==> src/rtl/assert_macros.svh <==
// ----------------------------------------------------------------------------
// Assertion macros
// Clocked property checks on clk, disabled while rst_n is low.
// ----------------------------------------------------------------------------
`ifndef ASSERT_MACROS_SVH
`define ASSERT_MACROS_SVH

// ante holds in a cycle -> cons holds in the same cycle
`define ASSERT_IMPLIES(label, ante, cons, msg) \
    label: assert property (@(posedge clk) disable iff (!rst_n) (ante) |-> (cons)) \
        else $error(msg);

// ante holds in a cycle -> cons holds in the next cycle
`define ASSERT_NEXT(label, ante, cons, msg) \
    label: assert property (@(posedge clk) disable iff (!rst_n) (ante) |=> (cons)) \
        else $error(msg);

`endif

==> src/rtl/dft2d_pkg.sv <==
// ----------------------------------------------------------------------------
// dft2d_pkg
// Shared types and constants of the direct 2D DFT block.
// ----------------------------------------------------------------------------
package dft2d_pkg;

    // Item field widths
    localparam int IDX_W       = 5;
    localparam int SMP_IN_W    = 16;
    localparam int COEF_W      = 27;
    localparam int IN_TDATA_W  = 48;
    localparam int OUT_TDATA_W = 56;

    // Saturation limits of a coefficient
    localparam int COEF_POS_MAX = (1 << (COEF_W - 1)) - 1;
    localparam int COEF_NEG_MAG = 1 << (COEF_W - 1);

    // Item kinds carried on tuser
    localparam logic FUNC_LOAD    = 1'b0;
    localparam logic FUNC_COMPUTE = 1'b1;

    // pi/2 in Q2.30
    localparam longint unsigned HALF_PI_Q30 = 64'd1686629713;

    // Taylor term divisors: sin 2n(2n+1), cos (2n-1)2n, n = 1..10
    localparam longint unsigned SIN_DIV [10] = '{
        64'd6, 64'd20, 64'd42, 64'd72, 64'd110,
        64'd156, 64'd210, 64'd272, 64'd342, 64'd420
    };
    localparam longint unsigned COS_DIV [10] = '{
        64'd2, 64'd12, 64'd30, 64'd56, 64'd90,
        64'd132, 64'd182, 64'd240, 64'd306, 64'd380
    };

    typedef enum logic [1:0] {
        QUAD_0 = 2'd0,
        QUAD_1 = 2'd1,
        QUAD_2 = 2'd2,
        QUAD_3 = 2'd3
    } quad_t;

    typedef enum logic [2:0] {
        ST_IDLE,
        ST_REDUCE,
        ST_SWEEP,
        ST_DRAIN,
        ST_DIV_RE,
        ST_DIV_IM,
        ST_HOLD
    } seq_state_t;

endpackage

==> src/rtl/dft2d_div.sv <==
// ----------------------------------------------------------------------------
// dft2d_div
// Rounding shifter: divides by a power of two (forward or inverse scale),
// rounds half away from zero and saturates to the signed coefficient range.
// Three register stages: magnitude, rounded shift, saturate and sign.
// ----------------------------------------------------------------------------
module dft2d_div
    import dft2d_pkg::*;
#(
    parameter int ACC_W     = 43,
    parameter int SHIFT_FWD = 15,
    parameter int SHIFT_INV = 25
)
(
    input  logic                     clk,
    input  logic                     rst_n,
    input  logic                     start,
    input  logic signed [ACC_W-1:0]  dividend,
    input  logic                     inverse,
    output logic                     done,
    output logic signed [COEF_W-1:0] quotient
);

    localparam int QW = ACC_W + 1;
    localparam int EW = (QW > COEF_W + 1) ? QW : COEF_W + 1;

    logic                     mag_vld_reg;
    logic                     rnd_vld_reg;
    logic                     done_reg;
    logic                     mag_neg_reg;
    logic                     rnd_neg_reg;
    logic                     inv_reg;
    logic [ACC_W-1:0]         mag_reg;
    logic [QW-1:0]            q_rnd_reg;
    logic signed [COEF_W-1:0] quotient_reg;

    logic [ACC_W-1:0]  mag;
    logic [QW-1:0]     sum_fwd;
    logic [QW-1:0]     sum_inv;
    logic [QW-1:0]     q_rnd;
    logic [EW-1:0]     q_ext;
    logic [COEF_W-1:0] q_sat;
    logic [COEF_W-1:0] q_res;

    assign mag = dividend[ACC_W-1] ? (~dividend + 1'b1) : dividend;

    // Add half the divisor, then shift the magnitude
    assign sum_fwd = {1'b0, mag_reg} + (QW'(1) << (SHIFT_FWD - 1));
    assign sum_inv = {1'b0, mag_reg} + (QW'(1) << (SHIFT_INV - 1));
    assign q_rnd   = inv_reg ? (sum_inv >> SHIFT_INV) : (sum_fwd >> SHIFT_FWD);
    assign q_ext   = EW'(q_rnd_reg);

    always_comb
    begin
        if (rnd_neg_reg)
        begin
            if (q_ext > EW'(COEF_NEG_MAG))
                q_sat = COEF_W'(COEF_NEG_MAG);
            else
                q_sat = q_ext[COEF_W-1:0];
        end
        else
        begin
            if (q_ext > EW'(COEF_POS_MAX))
                q_sat = COEF_W'(COEF_POS_MAX);
            else
                q_sat = q_ext[COEF_W-1:0];
        end
        q_res = rnd_neg_reg ? (~q_sat + 1'b1) : q_sat;
    end

    always_ff @(posedge clk or negedge rst_n)
    begin
        if (!rst_n)
        begin
            mag_vld_reg <= 1'b0;
            rnd_vld_reg <= 1'b0;
            done_reg    <= 1'b0;
        end
        else
        begin
            mag_vld_reg <= start;
            rnd_vld_reg <= mag_vld_reg;
            done_reg    <= rnd_vld_reg;
        end
    end

    always_ff @(posedge clk)
    begin
        if (start)
        begin
            mag_neg_reg <= dividend[ACC_W-1];
            mag_reg     <= mag;
            inv_reg     <= inverse;
        end
        if (mag_vld_reg)
        begin
            rnd_neg_reg <= mag_neg_reg;
            q_rnd_reg   <= q_rnd;
        end
        if (rnd_vld_reg)
            quotient_reg <= q_res;
    end

    assign done     = done_reg;
    assign quotient = quotient_reg;

endmodule

==> config.mk <==
export PLATFORM = sky130hd
export DESIGN_NAME = dft2d_div
export DESIGN_NICKNAME = d
export VERILOG_FILES = /design/src/rtl/assert_macros.svh /design/src/rtl/dft2d_pkg.sv /design/src/rtl/dft2d_div.sv
export SDC_FILE = /design/constraint.sdc
export NUM_CORES = 1
export LEC_CHECK = 0
export BUFFER_PORTS_ARGS = -buffer_cell sky130_fd_sc_hd__clkbuf_2
export CAP_MARGIN = 5
export CORE_MARGIN = 2
export CORE_UTILIZATION = 50
export CTS_CLUSTER_DIAMETER = 120
export DETAILED_ROUTE_END_ITERATION = 8
export GPL_ROUTABILITY_DRIVEN = 1
export PLACE_DENSITY = 0.71
export SYNTH_ARGS = -nofsm -noshare
export SYNTH_HDL_FRONTEND = slang
export SYNTH_SLANG_ARGS = --single-unit
==> constraint.sdc <==
create_clock -name clk -period 5.2 [get_ports clk]
set_clock_uncertainty 0.05 [all_clocks]
set_input_delay 0.26 -clock clk [delete_from_list [all_inputs] [get_ports clk]]
set_output_delay 0.26 -clock clk [all_outputs]
set_load 0.05 [all_outputs]
==> results of run 1 <==
==> how the worst min path moves through the flow <==
| stage | start | to | slack, ns | depth (start not counted) |
|---|---|---|---|---|
| final | dividend[41] | mag_reg[41]$_DFFE_PP_ | 0.15 | 2 |
| after global routing | dividend[33] | mag_reg[33]$_DFFE_PP_ | 0.16 | 2 |
| after CTS | dividend[41] | mag_reg[41]$_DFFE_PP_ | 0.13 | 2 |
| after detailed placement | rst_n | mag_vld_reg$_DFF_PN0_ | 0.01 | 1 |
| after global placement | rst_n | mag_vld_reg$_DFF_PN0_ | 0.009 | 1 |
| after floorplan | rst_n | done$_DFF_PN0_ | -0.09 | 0 |
==> critical path, stage by stage (launching register included) <==
cell                       delay [ns]
sky130_fd_sc_hd__edfxtp_1        0.37
sky130_fd_sc_hd__or3_1           0.53
sky130_fd_sc_hd__nand2_1         0.28
sky130_fd_sc_hd__o21a_1          0.19
sky130_fd_sc_hd__inv_1           0.06
sky130_fd_sc_hd__ha_1            0.42
sky130_fd_sc_hd__inv_1           0.28
sky130_fd_sc_hd__o41ai_2         0.59
sky130_fd_sc_hd__o221a_2         0.33
sky130_fd_sc_hd__a32oi_1         0.06
sky130_fd_sc_hd__o22a_1          0.23
==> report_power, final <==
group | total [mW] | internal (mW) | switching (mW) | leakage [nW]
combinational | 0.322 | 0.121 | 0.200 | 1.10
clock | 0.414 | 0.173 | 0.240 | 0.0742
sequential | 0.979 | 0.897 | 0.0825 | 0.867
==> stage by stage <==
step / power [mW] / cells / util, % / hold slack (ns) / cell area (um2)
CTS: 1.723 / 733 / 58.08 / 0.1335 / 6023
global route: 1.801 / 733 / 58.08 / 0.1551 / 6023
floorplan: 1.207 / 526 / - / -0.08559 / 5369
detailed placement: 1.312 / 715 / 56.32 / 0.01120 / 5841
global placement: 1.310 / 715 / 56.32 / 0.008889 / 5841
finish: 1.715 / 733 / 58.08 / 0.1502 / 6023
==> cell usage after synthesis (all sizes together) (5+ instances only) <==
cell	count
nand4	12
nor2	50
or3	9
clkbuf	22
nand3	19
o31ai	6
nor4	12
inv	6
o21ai	35
xor2	18
nor3	22
xnor2	52
o41ai	6
nand2	51
a21oi	44
or2	5
and3	6
a31oi	7
edfxtp	88
==> per-layer routing <==
layer	global-route usage [%]	vias to the layer above	wire [um]
li1	-	2113	-
met1	25.40	1894	4793
met2	32.88	172	5148
met3	3.208	28	673
met4	9.890	0	307
met5	0	-	0
==> area by class of cell <==
cell class / instances / area share, %
repair buffers: 79 / 6.855
clock inverters: 4 / 0.4570
multi-input cells: 404 / 42.06
flip-flops and latches: 91 / 45.12
well taps: 136 / 2.825
inverters: 7 / 0.4362
clock buffers: 12 / 2.243
==> cell usage in the layout (no fill, tap or decap), types with 3 or more instances in the layout <==
cell type                  count
sky130_fd_sc_hd__a31oi_1       7
sky130_fd_sc_hd__o21ai_0      31
sky130_fd_sc_hd__and4_1        3
sky130_fd_sc_hd__nand3_1      18
sky130_fd_sc_hd__nor2_1       50
sky130_fd_sc_hd__or2_2         5
sky130_fd_sc_hd__o22a_1        4
sky130_fd_sc_hd__o22ai_1       4
sky130_fd_sc_hd__clkbuf_1      3
sky130_fd_sc_hd__o21ai_1       4
sky130_fd_sc_hd__or4_1         3
sky130_fd_sc_hd__clkbuf_8      9
sky130_fd_sc_hd__o31ai_1       4
sky130_fd_sc_hd__nor3_1       21
sky130_fd_sc_hd__o41ai_2       6
sky130_fd_sc_hd__xnor2_1      52
sky130_fd_sc_hd__a211oi_1      3
sky130_fd_sc_hd__xor2_1       18
sky130_fd_sc_hd__edfxtp_1     88
sky130_fd_sc_hd__a21oi_1      44
sky130_fd_sc_hd__and3_1        6
sky130_fd_sc_hd__nand2_1      51
sky130_fd_sc_hd__clkbuf_2     74
sky130_fd_sc_hd__a211o_1       3
sky130_fd_sc_hd__inv_1         6
sky130_fd_sc_hd__or3_1         8
sky130_fd_sc_hd__nand4_1      12
sky130_fd_sc_hd__ha_1          3
sky130_fd_sc_hd__nor4_1       11
sky130_fd_sc_hd__buf_4         3
sky130_fd_sc_hd__dfrtp_1       3
==> logic make-up after synthesis <==
family                   Yosys count
flip-flops                        91
adder cells (fa/ha/maj)            3
buffers and inverters             31
AO/OA/AOI/OAI                    131
XOR/XNOR                          70
AND/OR/NAND/NOR                  198
multiplexers                       2
==> what timing repair did <==
action                                 in CTS  in global routing
hold buffers                                2                  0
endpoints found under the hold margin       4                  0
gates resized for setup                     0                  0
==> impl_summary.md, run 1 <==
Clock network
In this run, CTS created clock tree buffers numbering 9. CTS saw 91 sinks. The insertion delay to the later sink of the worst-skew pair is 0.37 ns. The clock-pin transition on the worst setup and hold timing paths is 0.08 ns. The tree is rooted in a sky130_fd_sc_hd__clkbuf_8.

The number of buffers between clock root and the deepest sink is 2. The total number of H-tree levels is 3. The number of buffers inserted by post-CTS setup repair is 0. TritonCTS built the clock tree.

Floorplanning
For this configuration, the core starts out at a cell density of 51.77%. The row count is 37. In this run the horizontal extent of the chip is 107.6 um. The area of the die is 11580 um2. 75 I/O pins were placed.

The height of the die is 107.6 um. The region available for standard cell placement spans 10370 um2.

Placed design
At the placement stage, the worst setup path has a slack of 1.651 ns. The number of I/O port buffers is 74. The placed wire-length estimate after detailed placement is 8158 um. The final weighted congestion in routability-driven placement is 0.9256.

Critical path
The worst register-to-register path has a depth of 10. The worst setup path is captured at a register. The slack of the worst reg-to-reg path is 1.55 ns.

The endpoint identified for the worst register-to-register timing path is quotient[24]$_DFFE_PP_. The capturing instance or port of the critical path is quotient[24]$_DFFE_PP_. The category of the critical setup timing path is register to register. The startpoint type of the worst setup path is a register. Tracing the worst setup path back leads to its startpoint at q_ext[27]$_SDFFCE_PP0P_. STA puts the critical path data required time at 5.26 ns. Along the worst path, the maximum fanout reaches 18. STA puts the critical path data arrival time at 3.71 ns.

The reg-to-reg startpoint is q_ext[27]$_SDFFCE_PP0P_.

Run
The number of maximum-capacitance violations is 0.

STA
For the final routed database, the setup TNS stands at 0 ns. Setup violations remaining at the end of the flow were counted as 0. The worst path needs 3.653 ns of the cycle, external delays included. Dividing the final minimum period by the clock period gives 70.25%. Setup repair after global routing left no endpoint under its margin. The relative slew slack is 25.32%.

Across all setup checks in the final design, the least slack found is 1.547 ns. The number of hold violations in the final report came to 0. For the pin with the worst max-slew slack, the measured transition is 1.113 ns.

The max-slew violation total from the final report came to 0. For this run, the top clock speed supported by timing is 273.8 MHz.

Finish
The number of antenna repair diodes is 0. Cells with a size suffix above 1 make up 18.43% of the layout. Summing all multi-input logic gate instances after layout gives 2534 um2. The total of fill cells in the finished design is 893. The layout overhead on the synthesized area is 12.19%. The post-layout net count is 642. The register cell area after layout is 2718 um2.

Yosys
The sequential cell area fraction in the yosys report is 50.62%. The number of nets produced by synthesis is 576. The predominant post-synthesis flop cell is sky130_fd_sc_hd__edfxtp_1. The area of the mapped netlist is 5369 um2. Yosys mapped the design onto 56 distinct sky130hd cell types.

Summed over its instances, the top area cell type makes up 49.22% of the synthesized netlist area. For this run, asynchronously set or reset flops after synthesis account for 3.297%. The synthesis-stage register bit count is 91. After synthesis, the share of cell area in mux cells is 0.3962%. Counting flops with a built-in enable in the synthesized netlist gives 88. The synthesized area divided by synthesized cell count is 10.21 um2.

The cell count after synthesis came out at 526. The Yosys step of the flow raised 0 warnings. The biggest area contributor in the post-synthesis netlist is sky130_fd_sc_hd__edfxtp_1.

Of the total synthesized cell area, the portion taken by full adders, half adders and majority gates is 0.6991%. The largest family of logic cells by synthesized area is simple AND/OR/NAND/NOR gates. By area the synthesized netlist is led by sky130_fd_sc_hd__edfxtp_1 (49%), sky130_fd_sc_hd__xnor2_1 (8.5%), sky130_fd_sc_hd__a21oi_1 (4.1%). The xor and xnor fraction of the mapped netlist area is 11.42%. The share of the synthesized area in compound gates (AO/OA/AOI/OAI) is 16.10%. The simple-gate share of the synthesized area is 18.57%.

Global route
The first global-routing pass estimated 18080 um of wire. Summed over all layers, the global routing overflow is 0. The number of antenna violations at the first check in global routing is 0. The number of global-route vias before repair came to 3835. The maximum number of pins on one net before global-route repair is 47. The overall global routing resource usage is 19.91%.

Routing
The count of routing violations after the opening detailed-route iteration is 172. The mean number of vias per cell is 5.739. The routed design has 10920 um of wire.

The first TritonRoute pass finished after 5 iterations. The wire length per cell is 14.90 um. After detailed routing, the number of remaining DRC violations is 0. The count of nets left with antenna violations after detail routing is 0. The final route contains 4207 vias.

Min path
The classification of the worst-slack hold path is input pin to register.

Pwr
IR analysis of the VDD net gives a maximum drop of 128.8 uV. In this run the static leakage power is 2.041 nW. The ratio of total power to cell area is 284.6 nW/um2.

Run status
The run finished with clean final reports.
Note: power is estimated with default switching activity, not from simulation.
==> inputs of run 2 (changes only) <==
--- a/config.mk
+++ b/config.mk
@@ -12,7 +12,7 @@
 export CTS_CLUSTER_DIAMETER = 120
 export DETAILED_ROUTE_END_ITERATION = 8
 export GPL_ROUTABILITY_DRIVEN = 1
-export PLACE_DENSITY = 0.71
+export PLACE_DENSITY = 0.74
 export SYNTH_ARGS = -nofsm -noshare
 export SYNTH_HDL_FRONTEND = slang
 export SYNTH_SLANG_ARGS = --single-unit
==> constraint.sdc (replaced) <==
create_clock -name clk -period 3.1 [get_ports clk]
set_clock_uncertainty 0.05 [all_clocks]
set_input_delay 0.155 -clock clk [delete_from_list [all_inputs] [get_ports clk]]
set_output_delay 0.155 -clock clk [all_outputs]
set_load 0.05 [all_outputs]
==> run 2 against run 1 <==
Design area is 0.96% higher. Wire length is 5.2% higher. Clock power is 72% higher. Critical path depth is 4 lower. Highest routed layer unchanged. Sequential power is 69% higher. Die area stayed put. Register-to-register slack worse by 1.2 ns. Global-route usage is 0.75 points higher. Sequential cell count stayed put. Combinational power is 69% higher.
==> impl_summary.md, run 2 (same netlist as run 1, synthesis figures left out) <==
STA
Setup repair after global routing left no endpoint under its margin. The final critical-path required period is 2.727 ns (-0.9259 ns). The transition at the pin with the smallest max-transition slack is 1.093 ns (-0.01937 ns).

The maximum achievable frequency is 366.7 MHz (+34%). The relative slew slack was 27.11% (+1.8 points). The number of hold violations in the final report was 0 (unchanged). The count of final setup violators was 0 (unchanged). The setup total negative slack came to 0 ns (unchanged). The smallest setup slack after layout is 0.3730 ns (-1.174 ns). The max-slew violation total from the final report is 0 (unchanged). The final cycle utilization of the critical path came to 87.97% (+18 points).

Critical path
The critical-path maximum fanout is 7 (-11). The number of buffer and inverter stages on the critical path is 0 (-2). The slack of the worst reg-to-reg path is 0.37 ns (-1.17 ns). The launch point of the worst path is q_ext[10]$_DFFE_PP_. STA classifies the critical path endpoint as a register. The largest stage delay on the critical path is 0.51 ns (-0.08 ns). The critical path arrival is 2.79 ns (-0.92 ns). The worst register-to-register path begins at q_ext[10]$_DFFE_PP_. The total number of cells along the worst setup path was 6 (-4). The largest individual stage delay along the critical path comes from the cell sky130_fd_sc_hd__edfxtp_1. The required time of the critical path came to 3.16 ns (-2.10 ns). The worst setup path is launched from a register.

The endpoint identified for the worst register-to-register timing path is quotient[24]$_DFFE_PP_. The critical path ends at quotient[24]$_DFFE_PP_. The cell class contributing the biggest share of worst-path delay is compound AO/OA/AOI/OAI gates. The logic depth of the worst register-to-register path came to 6 (-4). The category of the critical setup timing path is register to register. The critical path goes through nor4_1 -> nand4_1 -> o41ai_2 -> o2111ai_1 -> o21a_1 -> o22a_1.

Clock network
The insertion delay to the later sink of the worst-skew pair is 0.36 ns (about the same). CTS placed an instance of sky130_fd_sc_hd__clkbuf_8 at the clock tree root. The number of sinks driven by the clock tree is 91 (unchanged). The total number of H-tree levels is 3 (unchanged). The number of buffers inserted by post-CTS setup repair was 0 (unchanged). The clock-pin transition on the worst setup and hold timing paths is 0.09 ns (about the same). The number of buffers inserted during clock tree synthesis came to 9 (unchanged).

The number of buffers between clock root and the deepest sink is 2 (unchanged). TritonCTS built the clock tree. The post-cts gate resize count is 0 (unchanged).

Floorplanning
The effective utilization at floorplan came to 51.77% (unchanged). The standard cell core area is 10370 um2 (unchanged). The boundary pin count is 75 (unchanged). The row count is 37 (unchanged).

The area of the die came to 11580 um2 (unchanged). The width of the chip is 107.6 um (unchanged). The height of the die is 107.6 um (unchanged).

Pwr
The cell-internal power came to 2.008 mW (+69%). The switching component of the power is 0.9035 mW (+73%). The switching part of the total is 31.03% (+0.52 points). The ratio of total power to cell area is 478.8 nW/um2 (+68%). The total power consumption of the routed design came to 2.911 mW (+70%).

The clock share of power is 24.5% (+0.4 points). The maximum VDD drop is 230.0 uV (+79%). The static leakage is 2.090 nW (+2.4%). The fraction of power consumed by combinational cells is 18.7% (about the same). The share of total power in sequential cells was 56.8% (-0.3 points).

Finish
The area growth from synthesis to layout is 13.26%. The cell area after layout is 6081 um2 (+0.96%). The final cell count without fillers was 740 (+0.95%). The most frequent standard cell in the layout excluding fill and tap cells is sky130_fd_sc_hd__edfxtp_1. The number of antenna repair diodes came to 0 (unchanged).

The fraction of final layout cells with drive strength greater than 1 is 19.87% (+1.4 points). The post-layout net count is 649 (+1.1%). The top cell types in the final layout, fill and taps aside, are sky130_fd_sc_hd__edfxtp_1 (88), sky130_fd_sc_hd__clkbuf_2 (74), sky130_fd_sc_hd__xnor2_1 (52).

Placed design
The placement-stage worst setup slack came to 0.4445 ns (-1.206 ns). The final weighted congestion in routability-driven placement is 0.9093 (-1.8%). The area of placed instances was 5893 um2 (+0.90%). The number of placed cells counting well taps is 722 (+0.98%).

The placed wire-length estimate after detailed placement is 8667 um (+6.2%). The number of I/O port buffers is 74 (unchanged).

Routing
The total via count after detailed routing is 4228 (+0.50%). The count of routing violations after the opening detailed-route iteration came to 179 (+4.1%). The wire length per cell is 15.52 um (+4.2%). The mean number of vias per cell is 5.714 (-0.45%). The count of TritonRoute iterations in the first routing pass is 4 (-1).

The wire length reported by the detailed router came to 11490 um (+5.2%). The count of unresolved DRC violations after routing is 0 (unchanged). The count of nets left with antenna violations after detail routing is 0 (unchanged).

Global route
The number of global-route vias before repair is 3906 (+1.9%). The first-pass GRT wire length was 18510 um (+2.3%). The total global routing overflow is 0 (unchanged).

The maximum number of pins on one net before global-route repair came to 36 (-23%). The number of antenna violations at the first check in global routing is 0 (unchanged). The overall global routing resource usage is 20.66% (+0.75 points).

Run
The number of maximum-capacitance violations came to 0 (unchanged).

Run status
The flow ran to the end, and the final reports show no timing, DRC or antenna violations.

Min path
The classification of the worst-slack hold path is input pin to register.
## run 2: cell type report
| class | instances | area [um2] |
|---|---|---|
| clock inverter | 6 | 40.04 |
| tap | 136 | 170.2 |
| inverter | 7 | 26.28 |
| timing repair buffer | 86 | 465.4 |
| multi-input combinational | 404 | 2534 |
| clock buffer | 10 | 127.6 |
| fill | 925 | 4289 |
| sequential | 91 | 2718 |
## run 2: what timing repair did
action                                  4_1_cts  5_1_grt
endpoints found under the hold margin         4        0
endpoints found under the setup margin        0        0
hold buffers                                  2        0
## run 2: how the worst min path moves through the flow
stage | endpoint | from | cells after the start | slack (ns)
5_1_grt | mag_reg[17]$_DFFE_PP_ | dividend[17] | 2 | 0.04
3_5_place_dp | mag_vld_reg$_DFF_PN0_ | rst_n | 1 | -0.09
2_1_floorplan | done$_DFF_PN0_ | rst_n | 0 | -0.19
4_1_cts | rnd_vld_reg$_DFF_PN0_ | rst_n | 2 | 0.04
6_report | mag_reg[32]$_DFFE_PP_ | dividend[32] | 2 | 0.05
3_3_place_gp | mag_vld_reg$_DFF_PN0_ | rst_n | 1 | -0.1
## run 2: power groups by stage
stage / registers (mW) / clock network [mW] / logic (mW)
after floorplan: 1.71 / 0 / 0.316
final: 1.65 / 0.713 / 0.544
after CTS: 1.65 / 0.732 / 0.543
after global routing: 1.67 / 0.769 / 0.600
after detailed placement: 1.68 / 0 / 0.538
after global placement: 1.67 / 0 / 0.533
## run 2: through the flow
stage	hold WS, ns	util [%]
2_1_floorplan	-0.1906	-
3_3_place_gp	-0.09642	56.83
3_5_place_dp	-0.09313	56.83
4_1_cts	0.03768	58.64
5_1_grt	0.03840	58.64
6_report	0.05250	58.64
## run 2: metal layers
layer,vias to the layer above,global-route usage [%],routed length (um)
met4,0,9.432,305
li1,2122,-,-
met3,21,3.390,665
met5,-,0,0
met1,1928,25.26,4828
met2,157,35.71,5688
==> inputs of run 3 (changes only) <==
--- a/config.mk
+++ b/config.mk
@@ -13,6 +13,7 @@
 export DETAILED_ROUTE_END_ITERATION = 8
 export GPL_ROUTABILITY_DRIVEN = 1
 export PLACE_DENSITY = 0.74
+export REMOVE_ABC_BUFFERS = 1
 export SYNTH_ARGS = -nofsm -noshare
 export SYNTH_HDL_FRONTEND = slang
 export SYNTH_SLANG_ARGS = --single-unit
==> run 3 against run 2 <==
Combinational power increased by 1%. Utilization increased by 0.17 points. Hold slack got worse by 0.0055 ns. Sequential cell count unchanged. Critical path type unchanged. Critical endpoint unchanged. Largest power group unchanged.
==> impl_summary.md, run 3 (same netlist as run 1, synthesis figures left out) <==
Run status
The flow ran to the end, and the final reports show no timing, DRC or antenna violations.

Global route
The number of antenna violations at the first check in global routing was 0 (unchanged). The number of global-route vias before repair is 4018 (+2.9%). The overall global routing resource usage is 20.97% (+0.31 points). The first-pass GRT wire length is 18950 um (+2.4%). The total global routing overflow is 0 (unchanged).

The maximum number of pins on one net before global-route repair is 33 (-8.3%).

Critical path
In this design, the critical path's most frequently occurring cell is sky130_fd_sc_hd__inv_1. The master of the slowest instance on the critical path is sky130_fd_sc_hd__o41ai_2. The reg-to-reg startpoint is q_ext[26]$_SDFFCE_PP0P_. The critical path arrival was 2.89 ns (+0.10 ns). The required time of the critical path is 3.17 ns (about the same). The launch point of the worst path is q_ext[26]$_SDFFCE_PP0P_.

The critical path is of the register to register type. The critical-path maximum fanout is 6 (-1). The logic depth of the worst register-to-register path is 9 (+3). The worst setup path is launched from a register.

The endpoint of the worst-slack reg-to-reg timing path is quotient[24]$_DFFE_PP_. The worst setup path is captured at a register. The largest stage delay on the critical path is 0.55 ns (+0.04 ns). The slack of the worst reg-to-reg path is 0.28 ns (-0.09 ns). The critical path goes through or3_1 -> o21a_1 -> inv_1 -> ha_1 -> inv_1 -> o41ai_2 -> o221a_2 -> a32oi_1 -> o22a_1.

STA
The transition at the pin with the smallest max-transition slack came to 1.109 ns (+0.01592 ns). The maximum achievable frequency is 355.0 MHz (-3.2%). The final critical-path required period is 2.817 ns (+0.09014 ns).

Setup repair after global routing left no endpoint under its margin. The worst hold margin is 0.04704 ns (-0.005468 ns). The relative slew slack is 26.05% (-1.1 points). The setup total negative slack is 0 ns (unchanged). The final cycle utilization of the critical path came to 90.87% (+2.9 points).

The number of hold violations in the final report came to 0 (unchanged). The max-slew violation total from the final report was 0 (unchanged). The count of final setup violators is 0 (unchanged).

Pwr
The maximum VDD drop is 217.0 uV (-5.7%). The ratio of total power to cell area is 479.5 nW/um2 (+0.14%). The static leakage is 2.094 nW (+0.23%).

Finish
Compared with the post-synthesis result, the final layout area differs by 13.59%. The number of antenna repair diodes is 0 (unchanged). The post-layout net count was 651 (+0.31%).

Leaving out fill and tap cells, the most frequent cell in the layout is sky130_fd_sc_hd__edfxtp_1. The total of fill cells in the finished design is 929 (+0.43%). The fraction of final layout cells with drive strength greater than 1 is 19.97% (+0.099 points). The final design utilization came to 58.81% (+0.17 points). In the layout the commonest cells are sky130_fd_sc_hd__edfxtp_1 (88), sky130_fd_sc_hd__clkbuf_2 (74), sky130_fd_sc_hd__xnor2_1 (52).

Routing
The mean number of vias per cell is 5.771 (+1.0%). The count of TritonRoute iterations in the first routing pass is 4 (unchanged). The wire length per cell was 15.65 um (+0.79%). The count of nets left with antenna violations after detail routing is 0 (unchanged). The total via count after detailed routing is 4282 (+1.3%). The count of routing violations after the opening detailed-route iteration is 163 (-8.9%). The wire length reported by the detailed router is 11610 um (+1.1%). The count of unresolved DRC violations after routing is 0 (unchanged).

Clock network
The total number of H-tree levels is 3 (unchanged). In this run the clock root is driven by a sky130_fd_sc_hd__clkbuf_8. The insertion delay to the later sink of the worst-skew pair was 0.37 ns (about the same). The number of buffers between clock root and the deepest sink came to 2 (unchanged). The number of buffers inserted during clock tree synthesis came to 9 (unchanged). The clock tree from TritonCTS is yes. The clock-pin transition on the worst setup and hold timing paths is 0.09 ns (about the same). The number of sinks driven by the clock tree came to 91 (unchanged).

Floorplanning
The row count is 37 (unchanged). The effective utilization at floorplan is 51.77% (unchanged). The area of the die is 11580 um2 (unchanged). The standard cell core area is 10370 um2 (unchanged). The boundary pin count is 75 (unchanged). The width of the chip is 107.6 um (unchanged). The height of the die is 107.6 um (unchanged).

Min path
The worst hold path terminates at mag_reg[41]$_DFFE_PP_. The classification of the worst-slack hold path is input pin to register. The hold-critical path depth is 2 (unchanged). The start point of the worst hold path is dividend[41].

Placed design
The placed wire-length estimate after detailed placement is 8874 um (+2.4%). The final weighted congestion in routability-driven placement is 0.8745 (-3.8%). The number of I/O port buffers came to 74 (unchanged).

Run
The number of maximum-capacitance violations is 0 (unchanged).
-- run 3: worst max-delay path, delay by kind of cell, from the launching register on --
family	cells	cell delay, ns
AOI/OAI and AO/OA	5	1.37
adders and majority gates	1	0.16
buffers and inverters	2	0.13
DFF	1	0.40
and+or+nand+nor	1	0.48
-- run 3: power breakdown --
| group | total [mW] | switching (mW) | internal, mW |
|---|---|---|---|
| Sequential | 1.65 | 0.150 | 1.50 |
| Clock | 0.721 | 0.424 | 0.296 |
| Combinational | 0.550 | 0.336 | 0.214 |
| Total | 2.92 | 0.910 | 2.01 |
-- run 3: cell type report --
type	instances	area (um2)	share of cell area, %
sequential	91	2718	44.56
multi-input combinational	404	2534	41.55
clock buffer	11	131.4	2.154
tap	136	170.2	2.790
timing repair buffer	88	480.5	7.879
inverter	7	26.28	0.4309
clock inverter	5	38.79	0.6360
-- run 3: what timing repair did --
action | 4_1_cts | 5_1_grt
endpoints found under the setup margin | 0 | 0
hold endpoints to repair | 4 | 0
hold buffers | 2 | 0
buffers inserted | 0 | 0
resized for setup | 0 | 0
-- run 3: worst max path at each step --
stage	end	slack, ns	cells after the start
detailed placement	quotient[24]$_DFFE_PP_	0.33	9
global route	quotient[12]$_DFFE_PP_	0.11	10
CTS	quotient[24]$_DFFE_PP_	0.32	9
global placement	quotient[24]$_DFFE_PP_	0.43	9
finish	quotient[24]$_DFFE_PP_	0.28	9
floorplan	quotient[24]$_DFFE_PP_	0.02	9
-- run 3: through the flow --
step	total power, mW	std cells	area [um2]	worst slack [ns]
after global routing	3.043	742	6098	0.1108
after detailed placement	2.223	724	5908	0.3262
final	2.924	742	6098	0.2829
after floorplan	2.012	502	5278	0.01995
after CTS	2.927	742	6098	0.3169
after global placement	2.216	724	5908	0.4264
-- run 3: routing by layer --
metal / up-vias / part of all wire, % / track usage [%]
met1: 1967 / 43 / 25.44
met3: 21 / 4.9 / 3.148
met2: 160 / 50 / 36.52
met5: - / 0 / 0
met4: 0 / 2.5 / 9.890
li1: 2134 / - / -
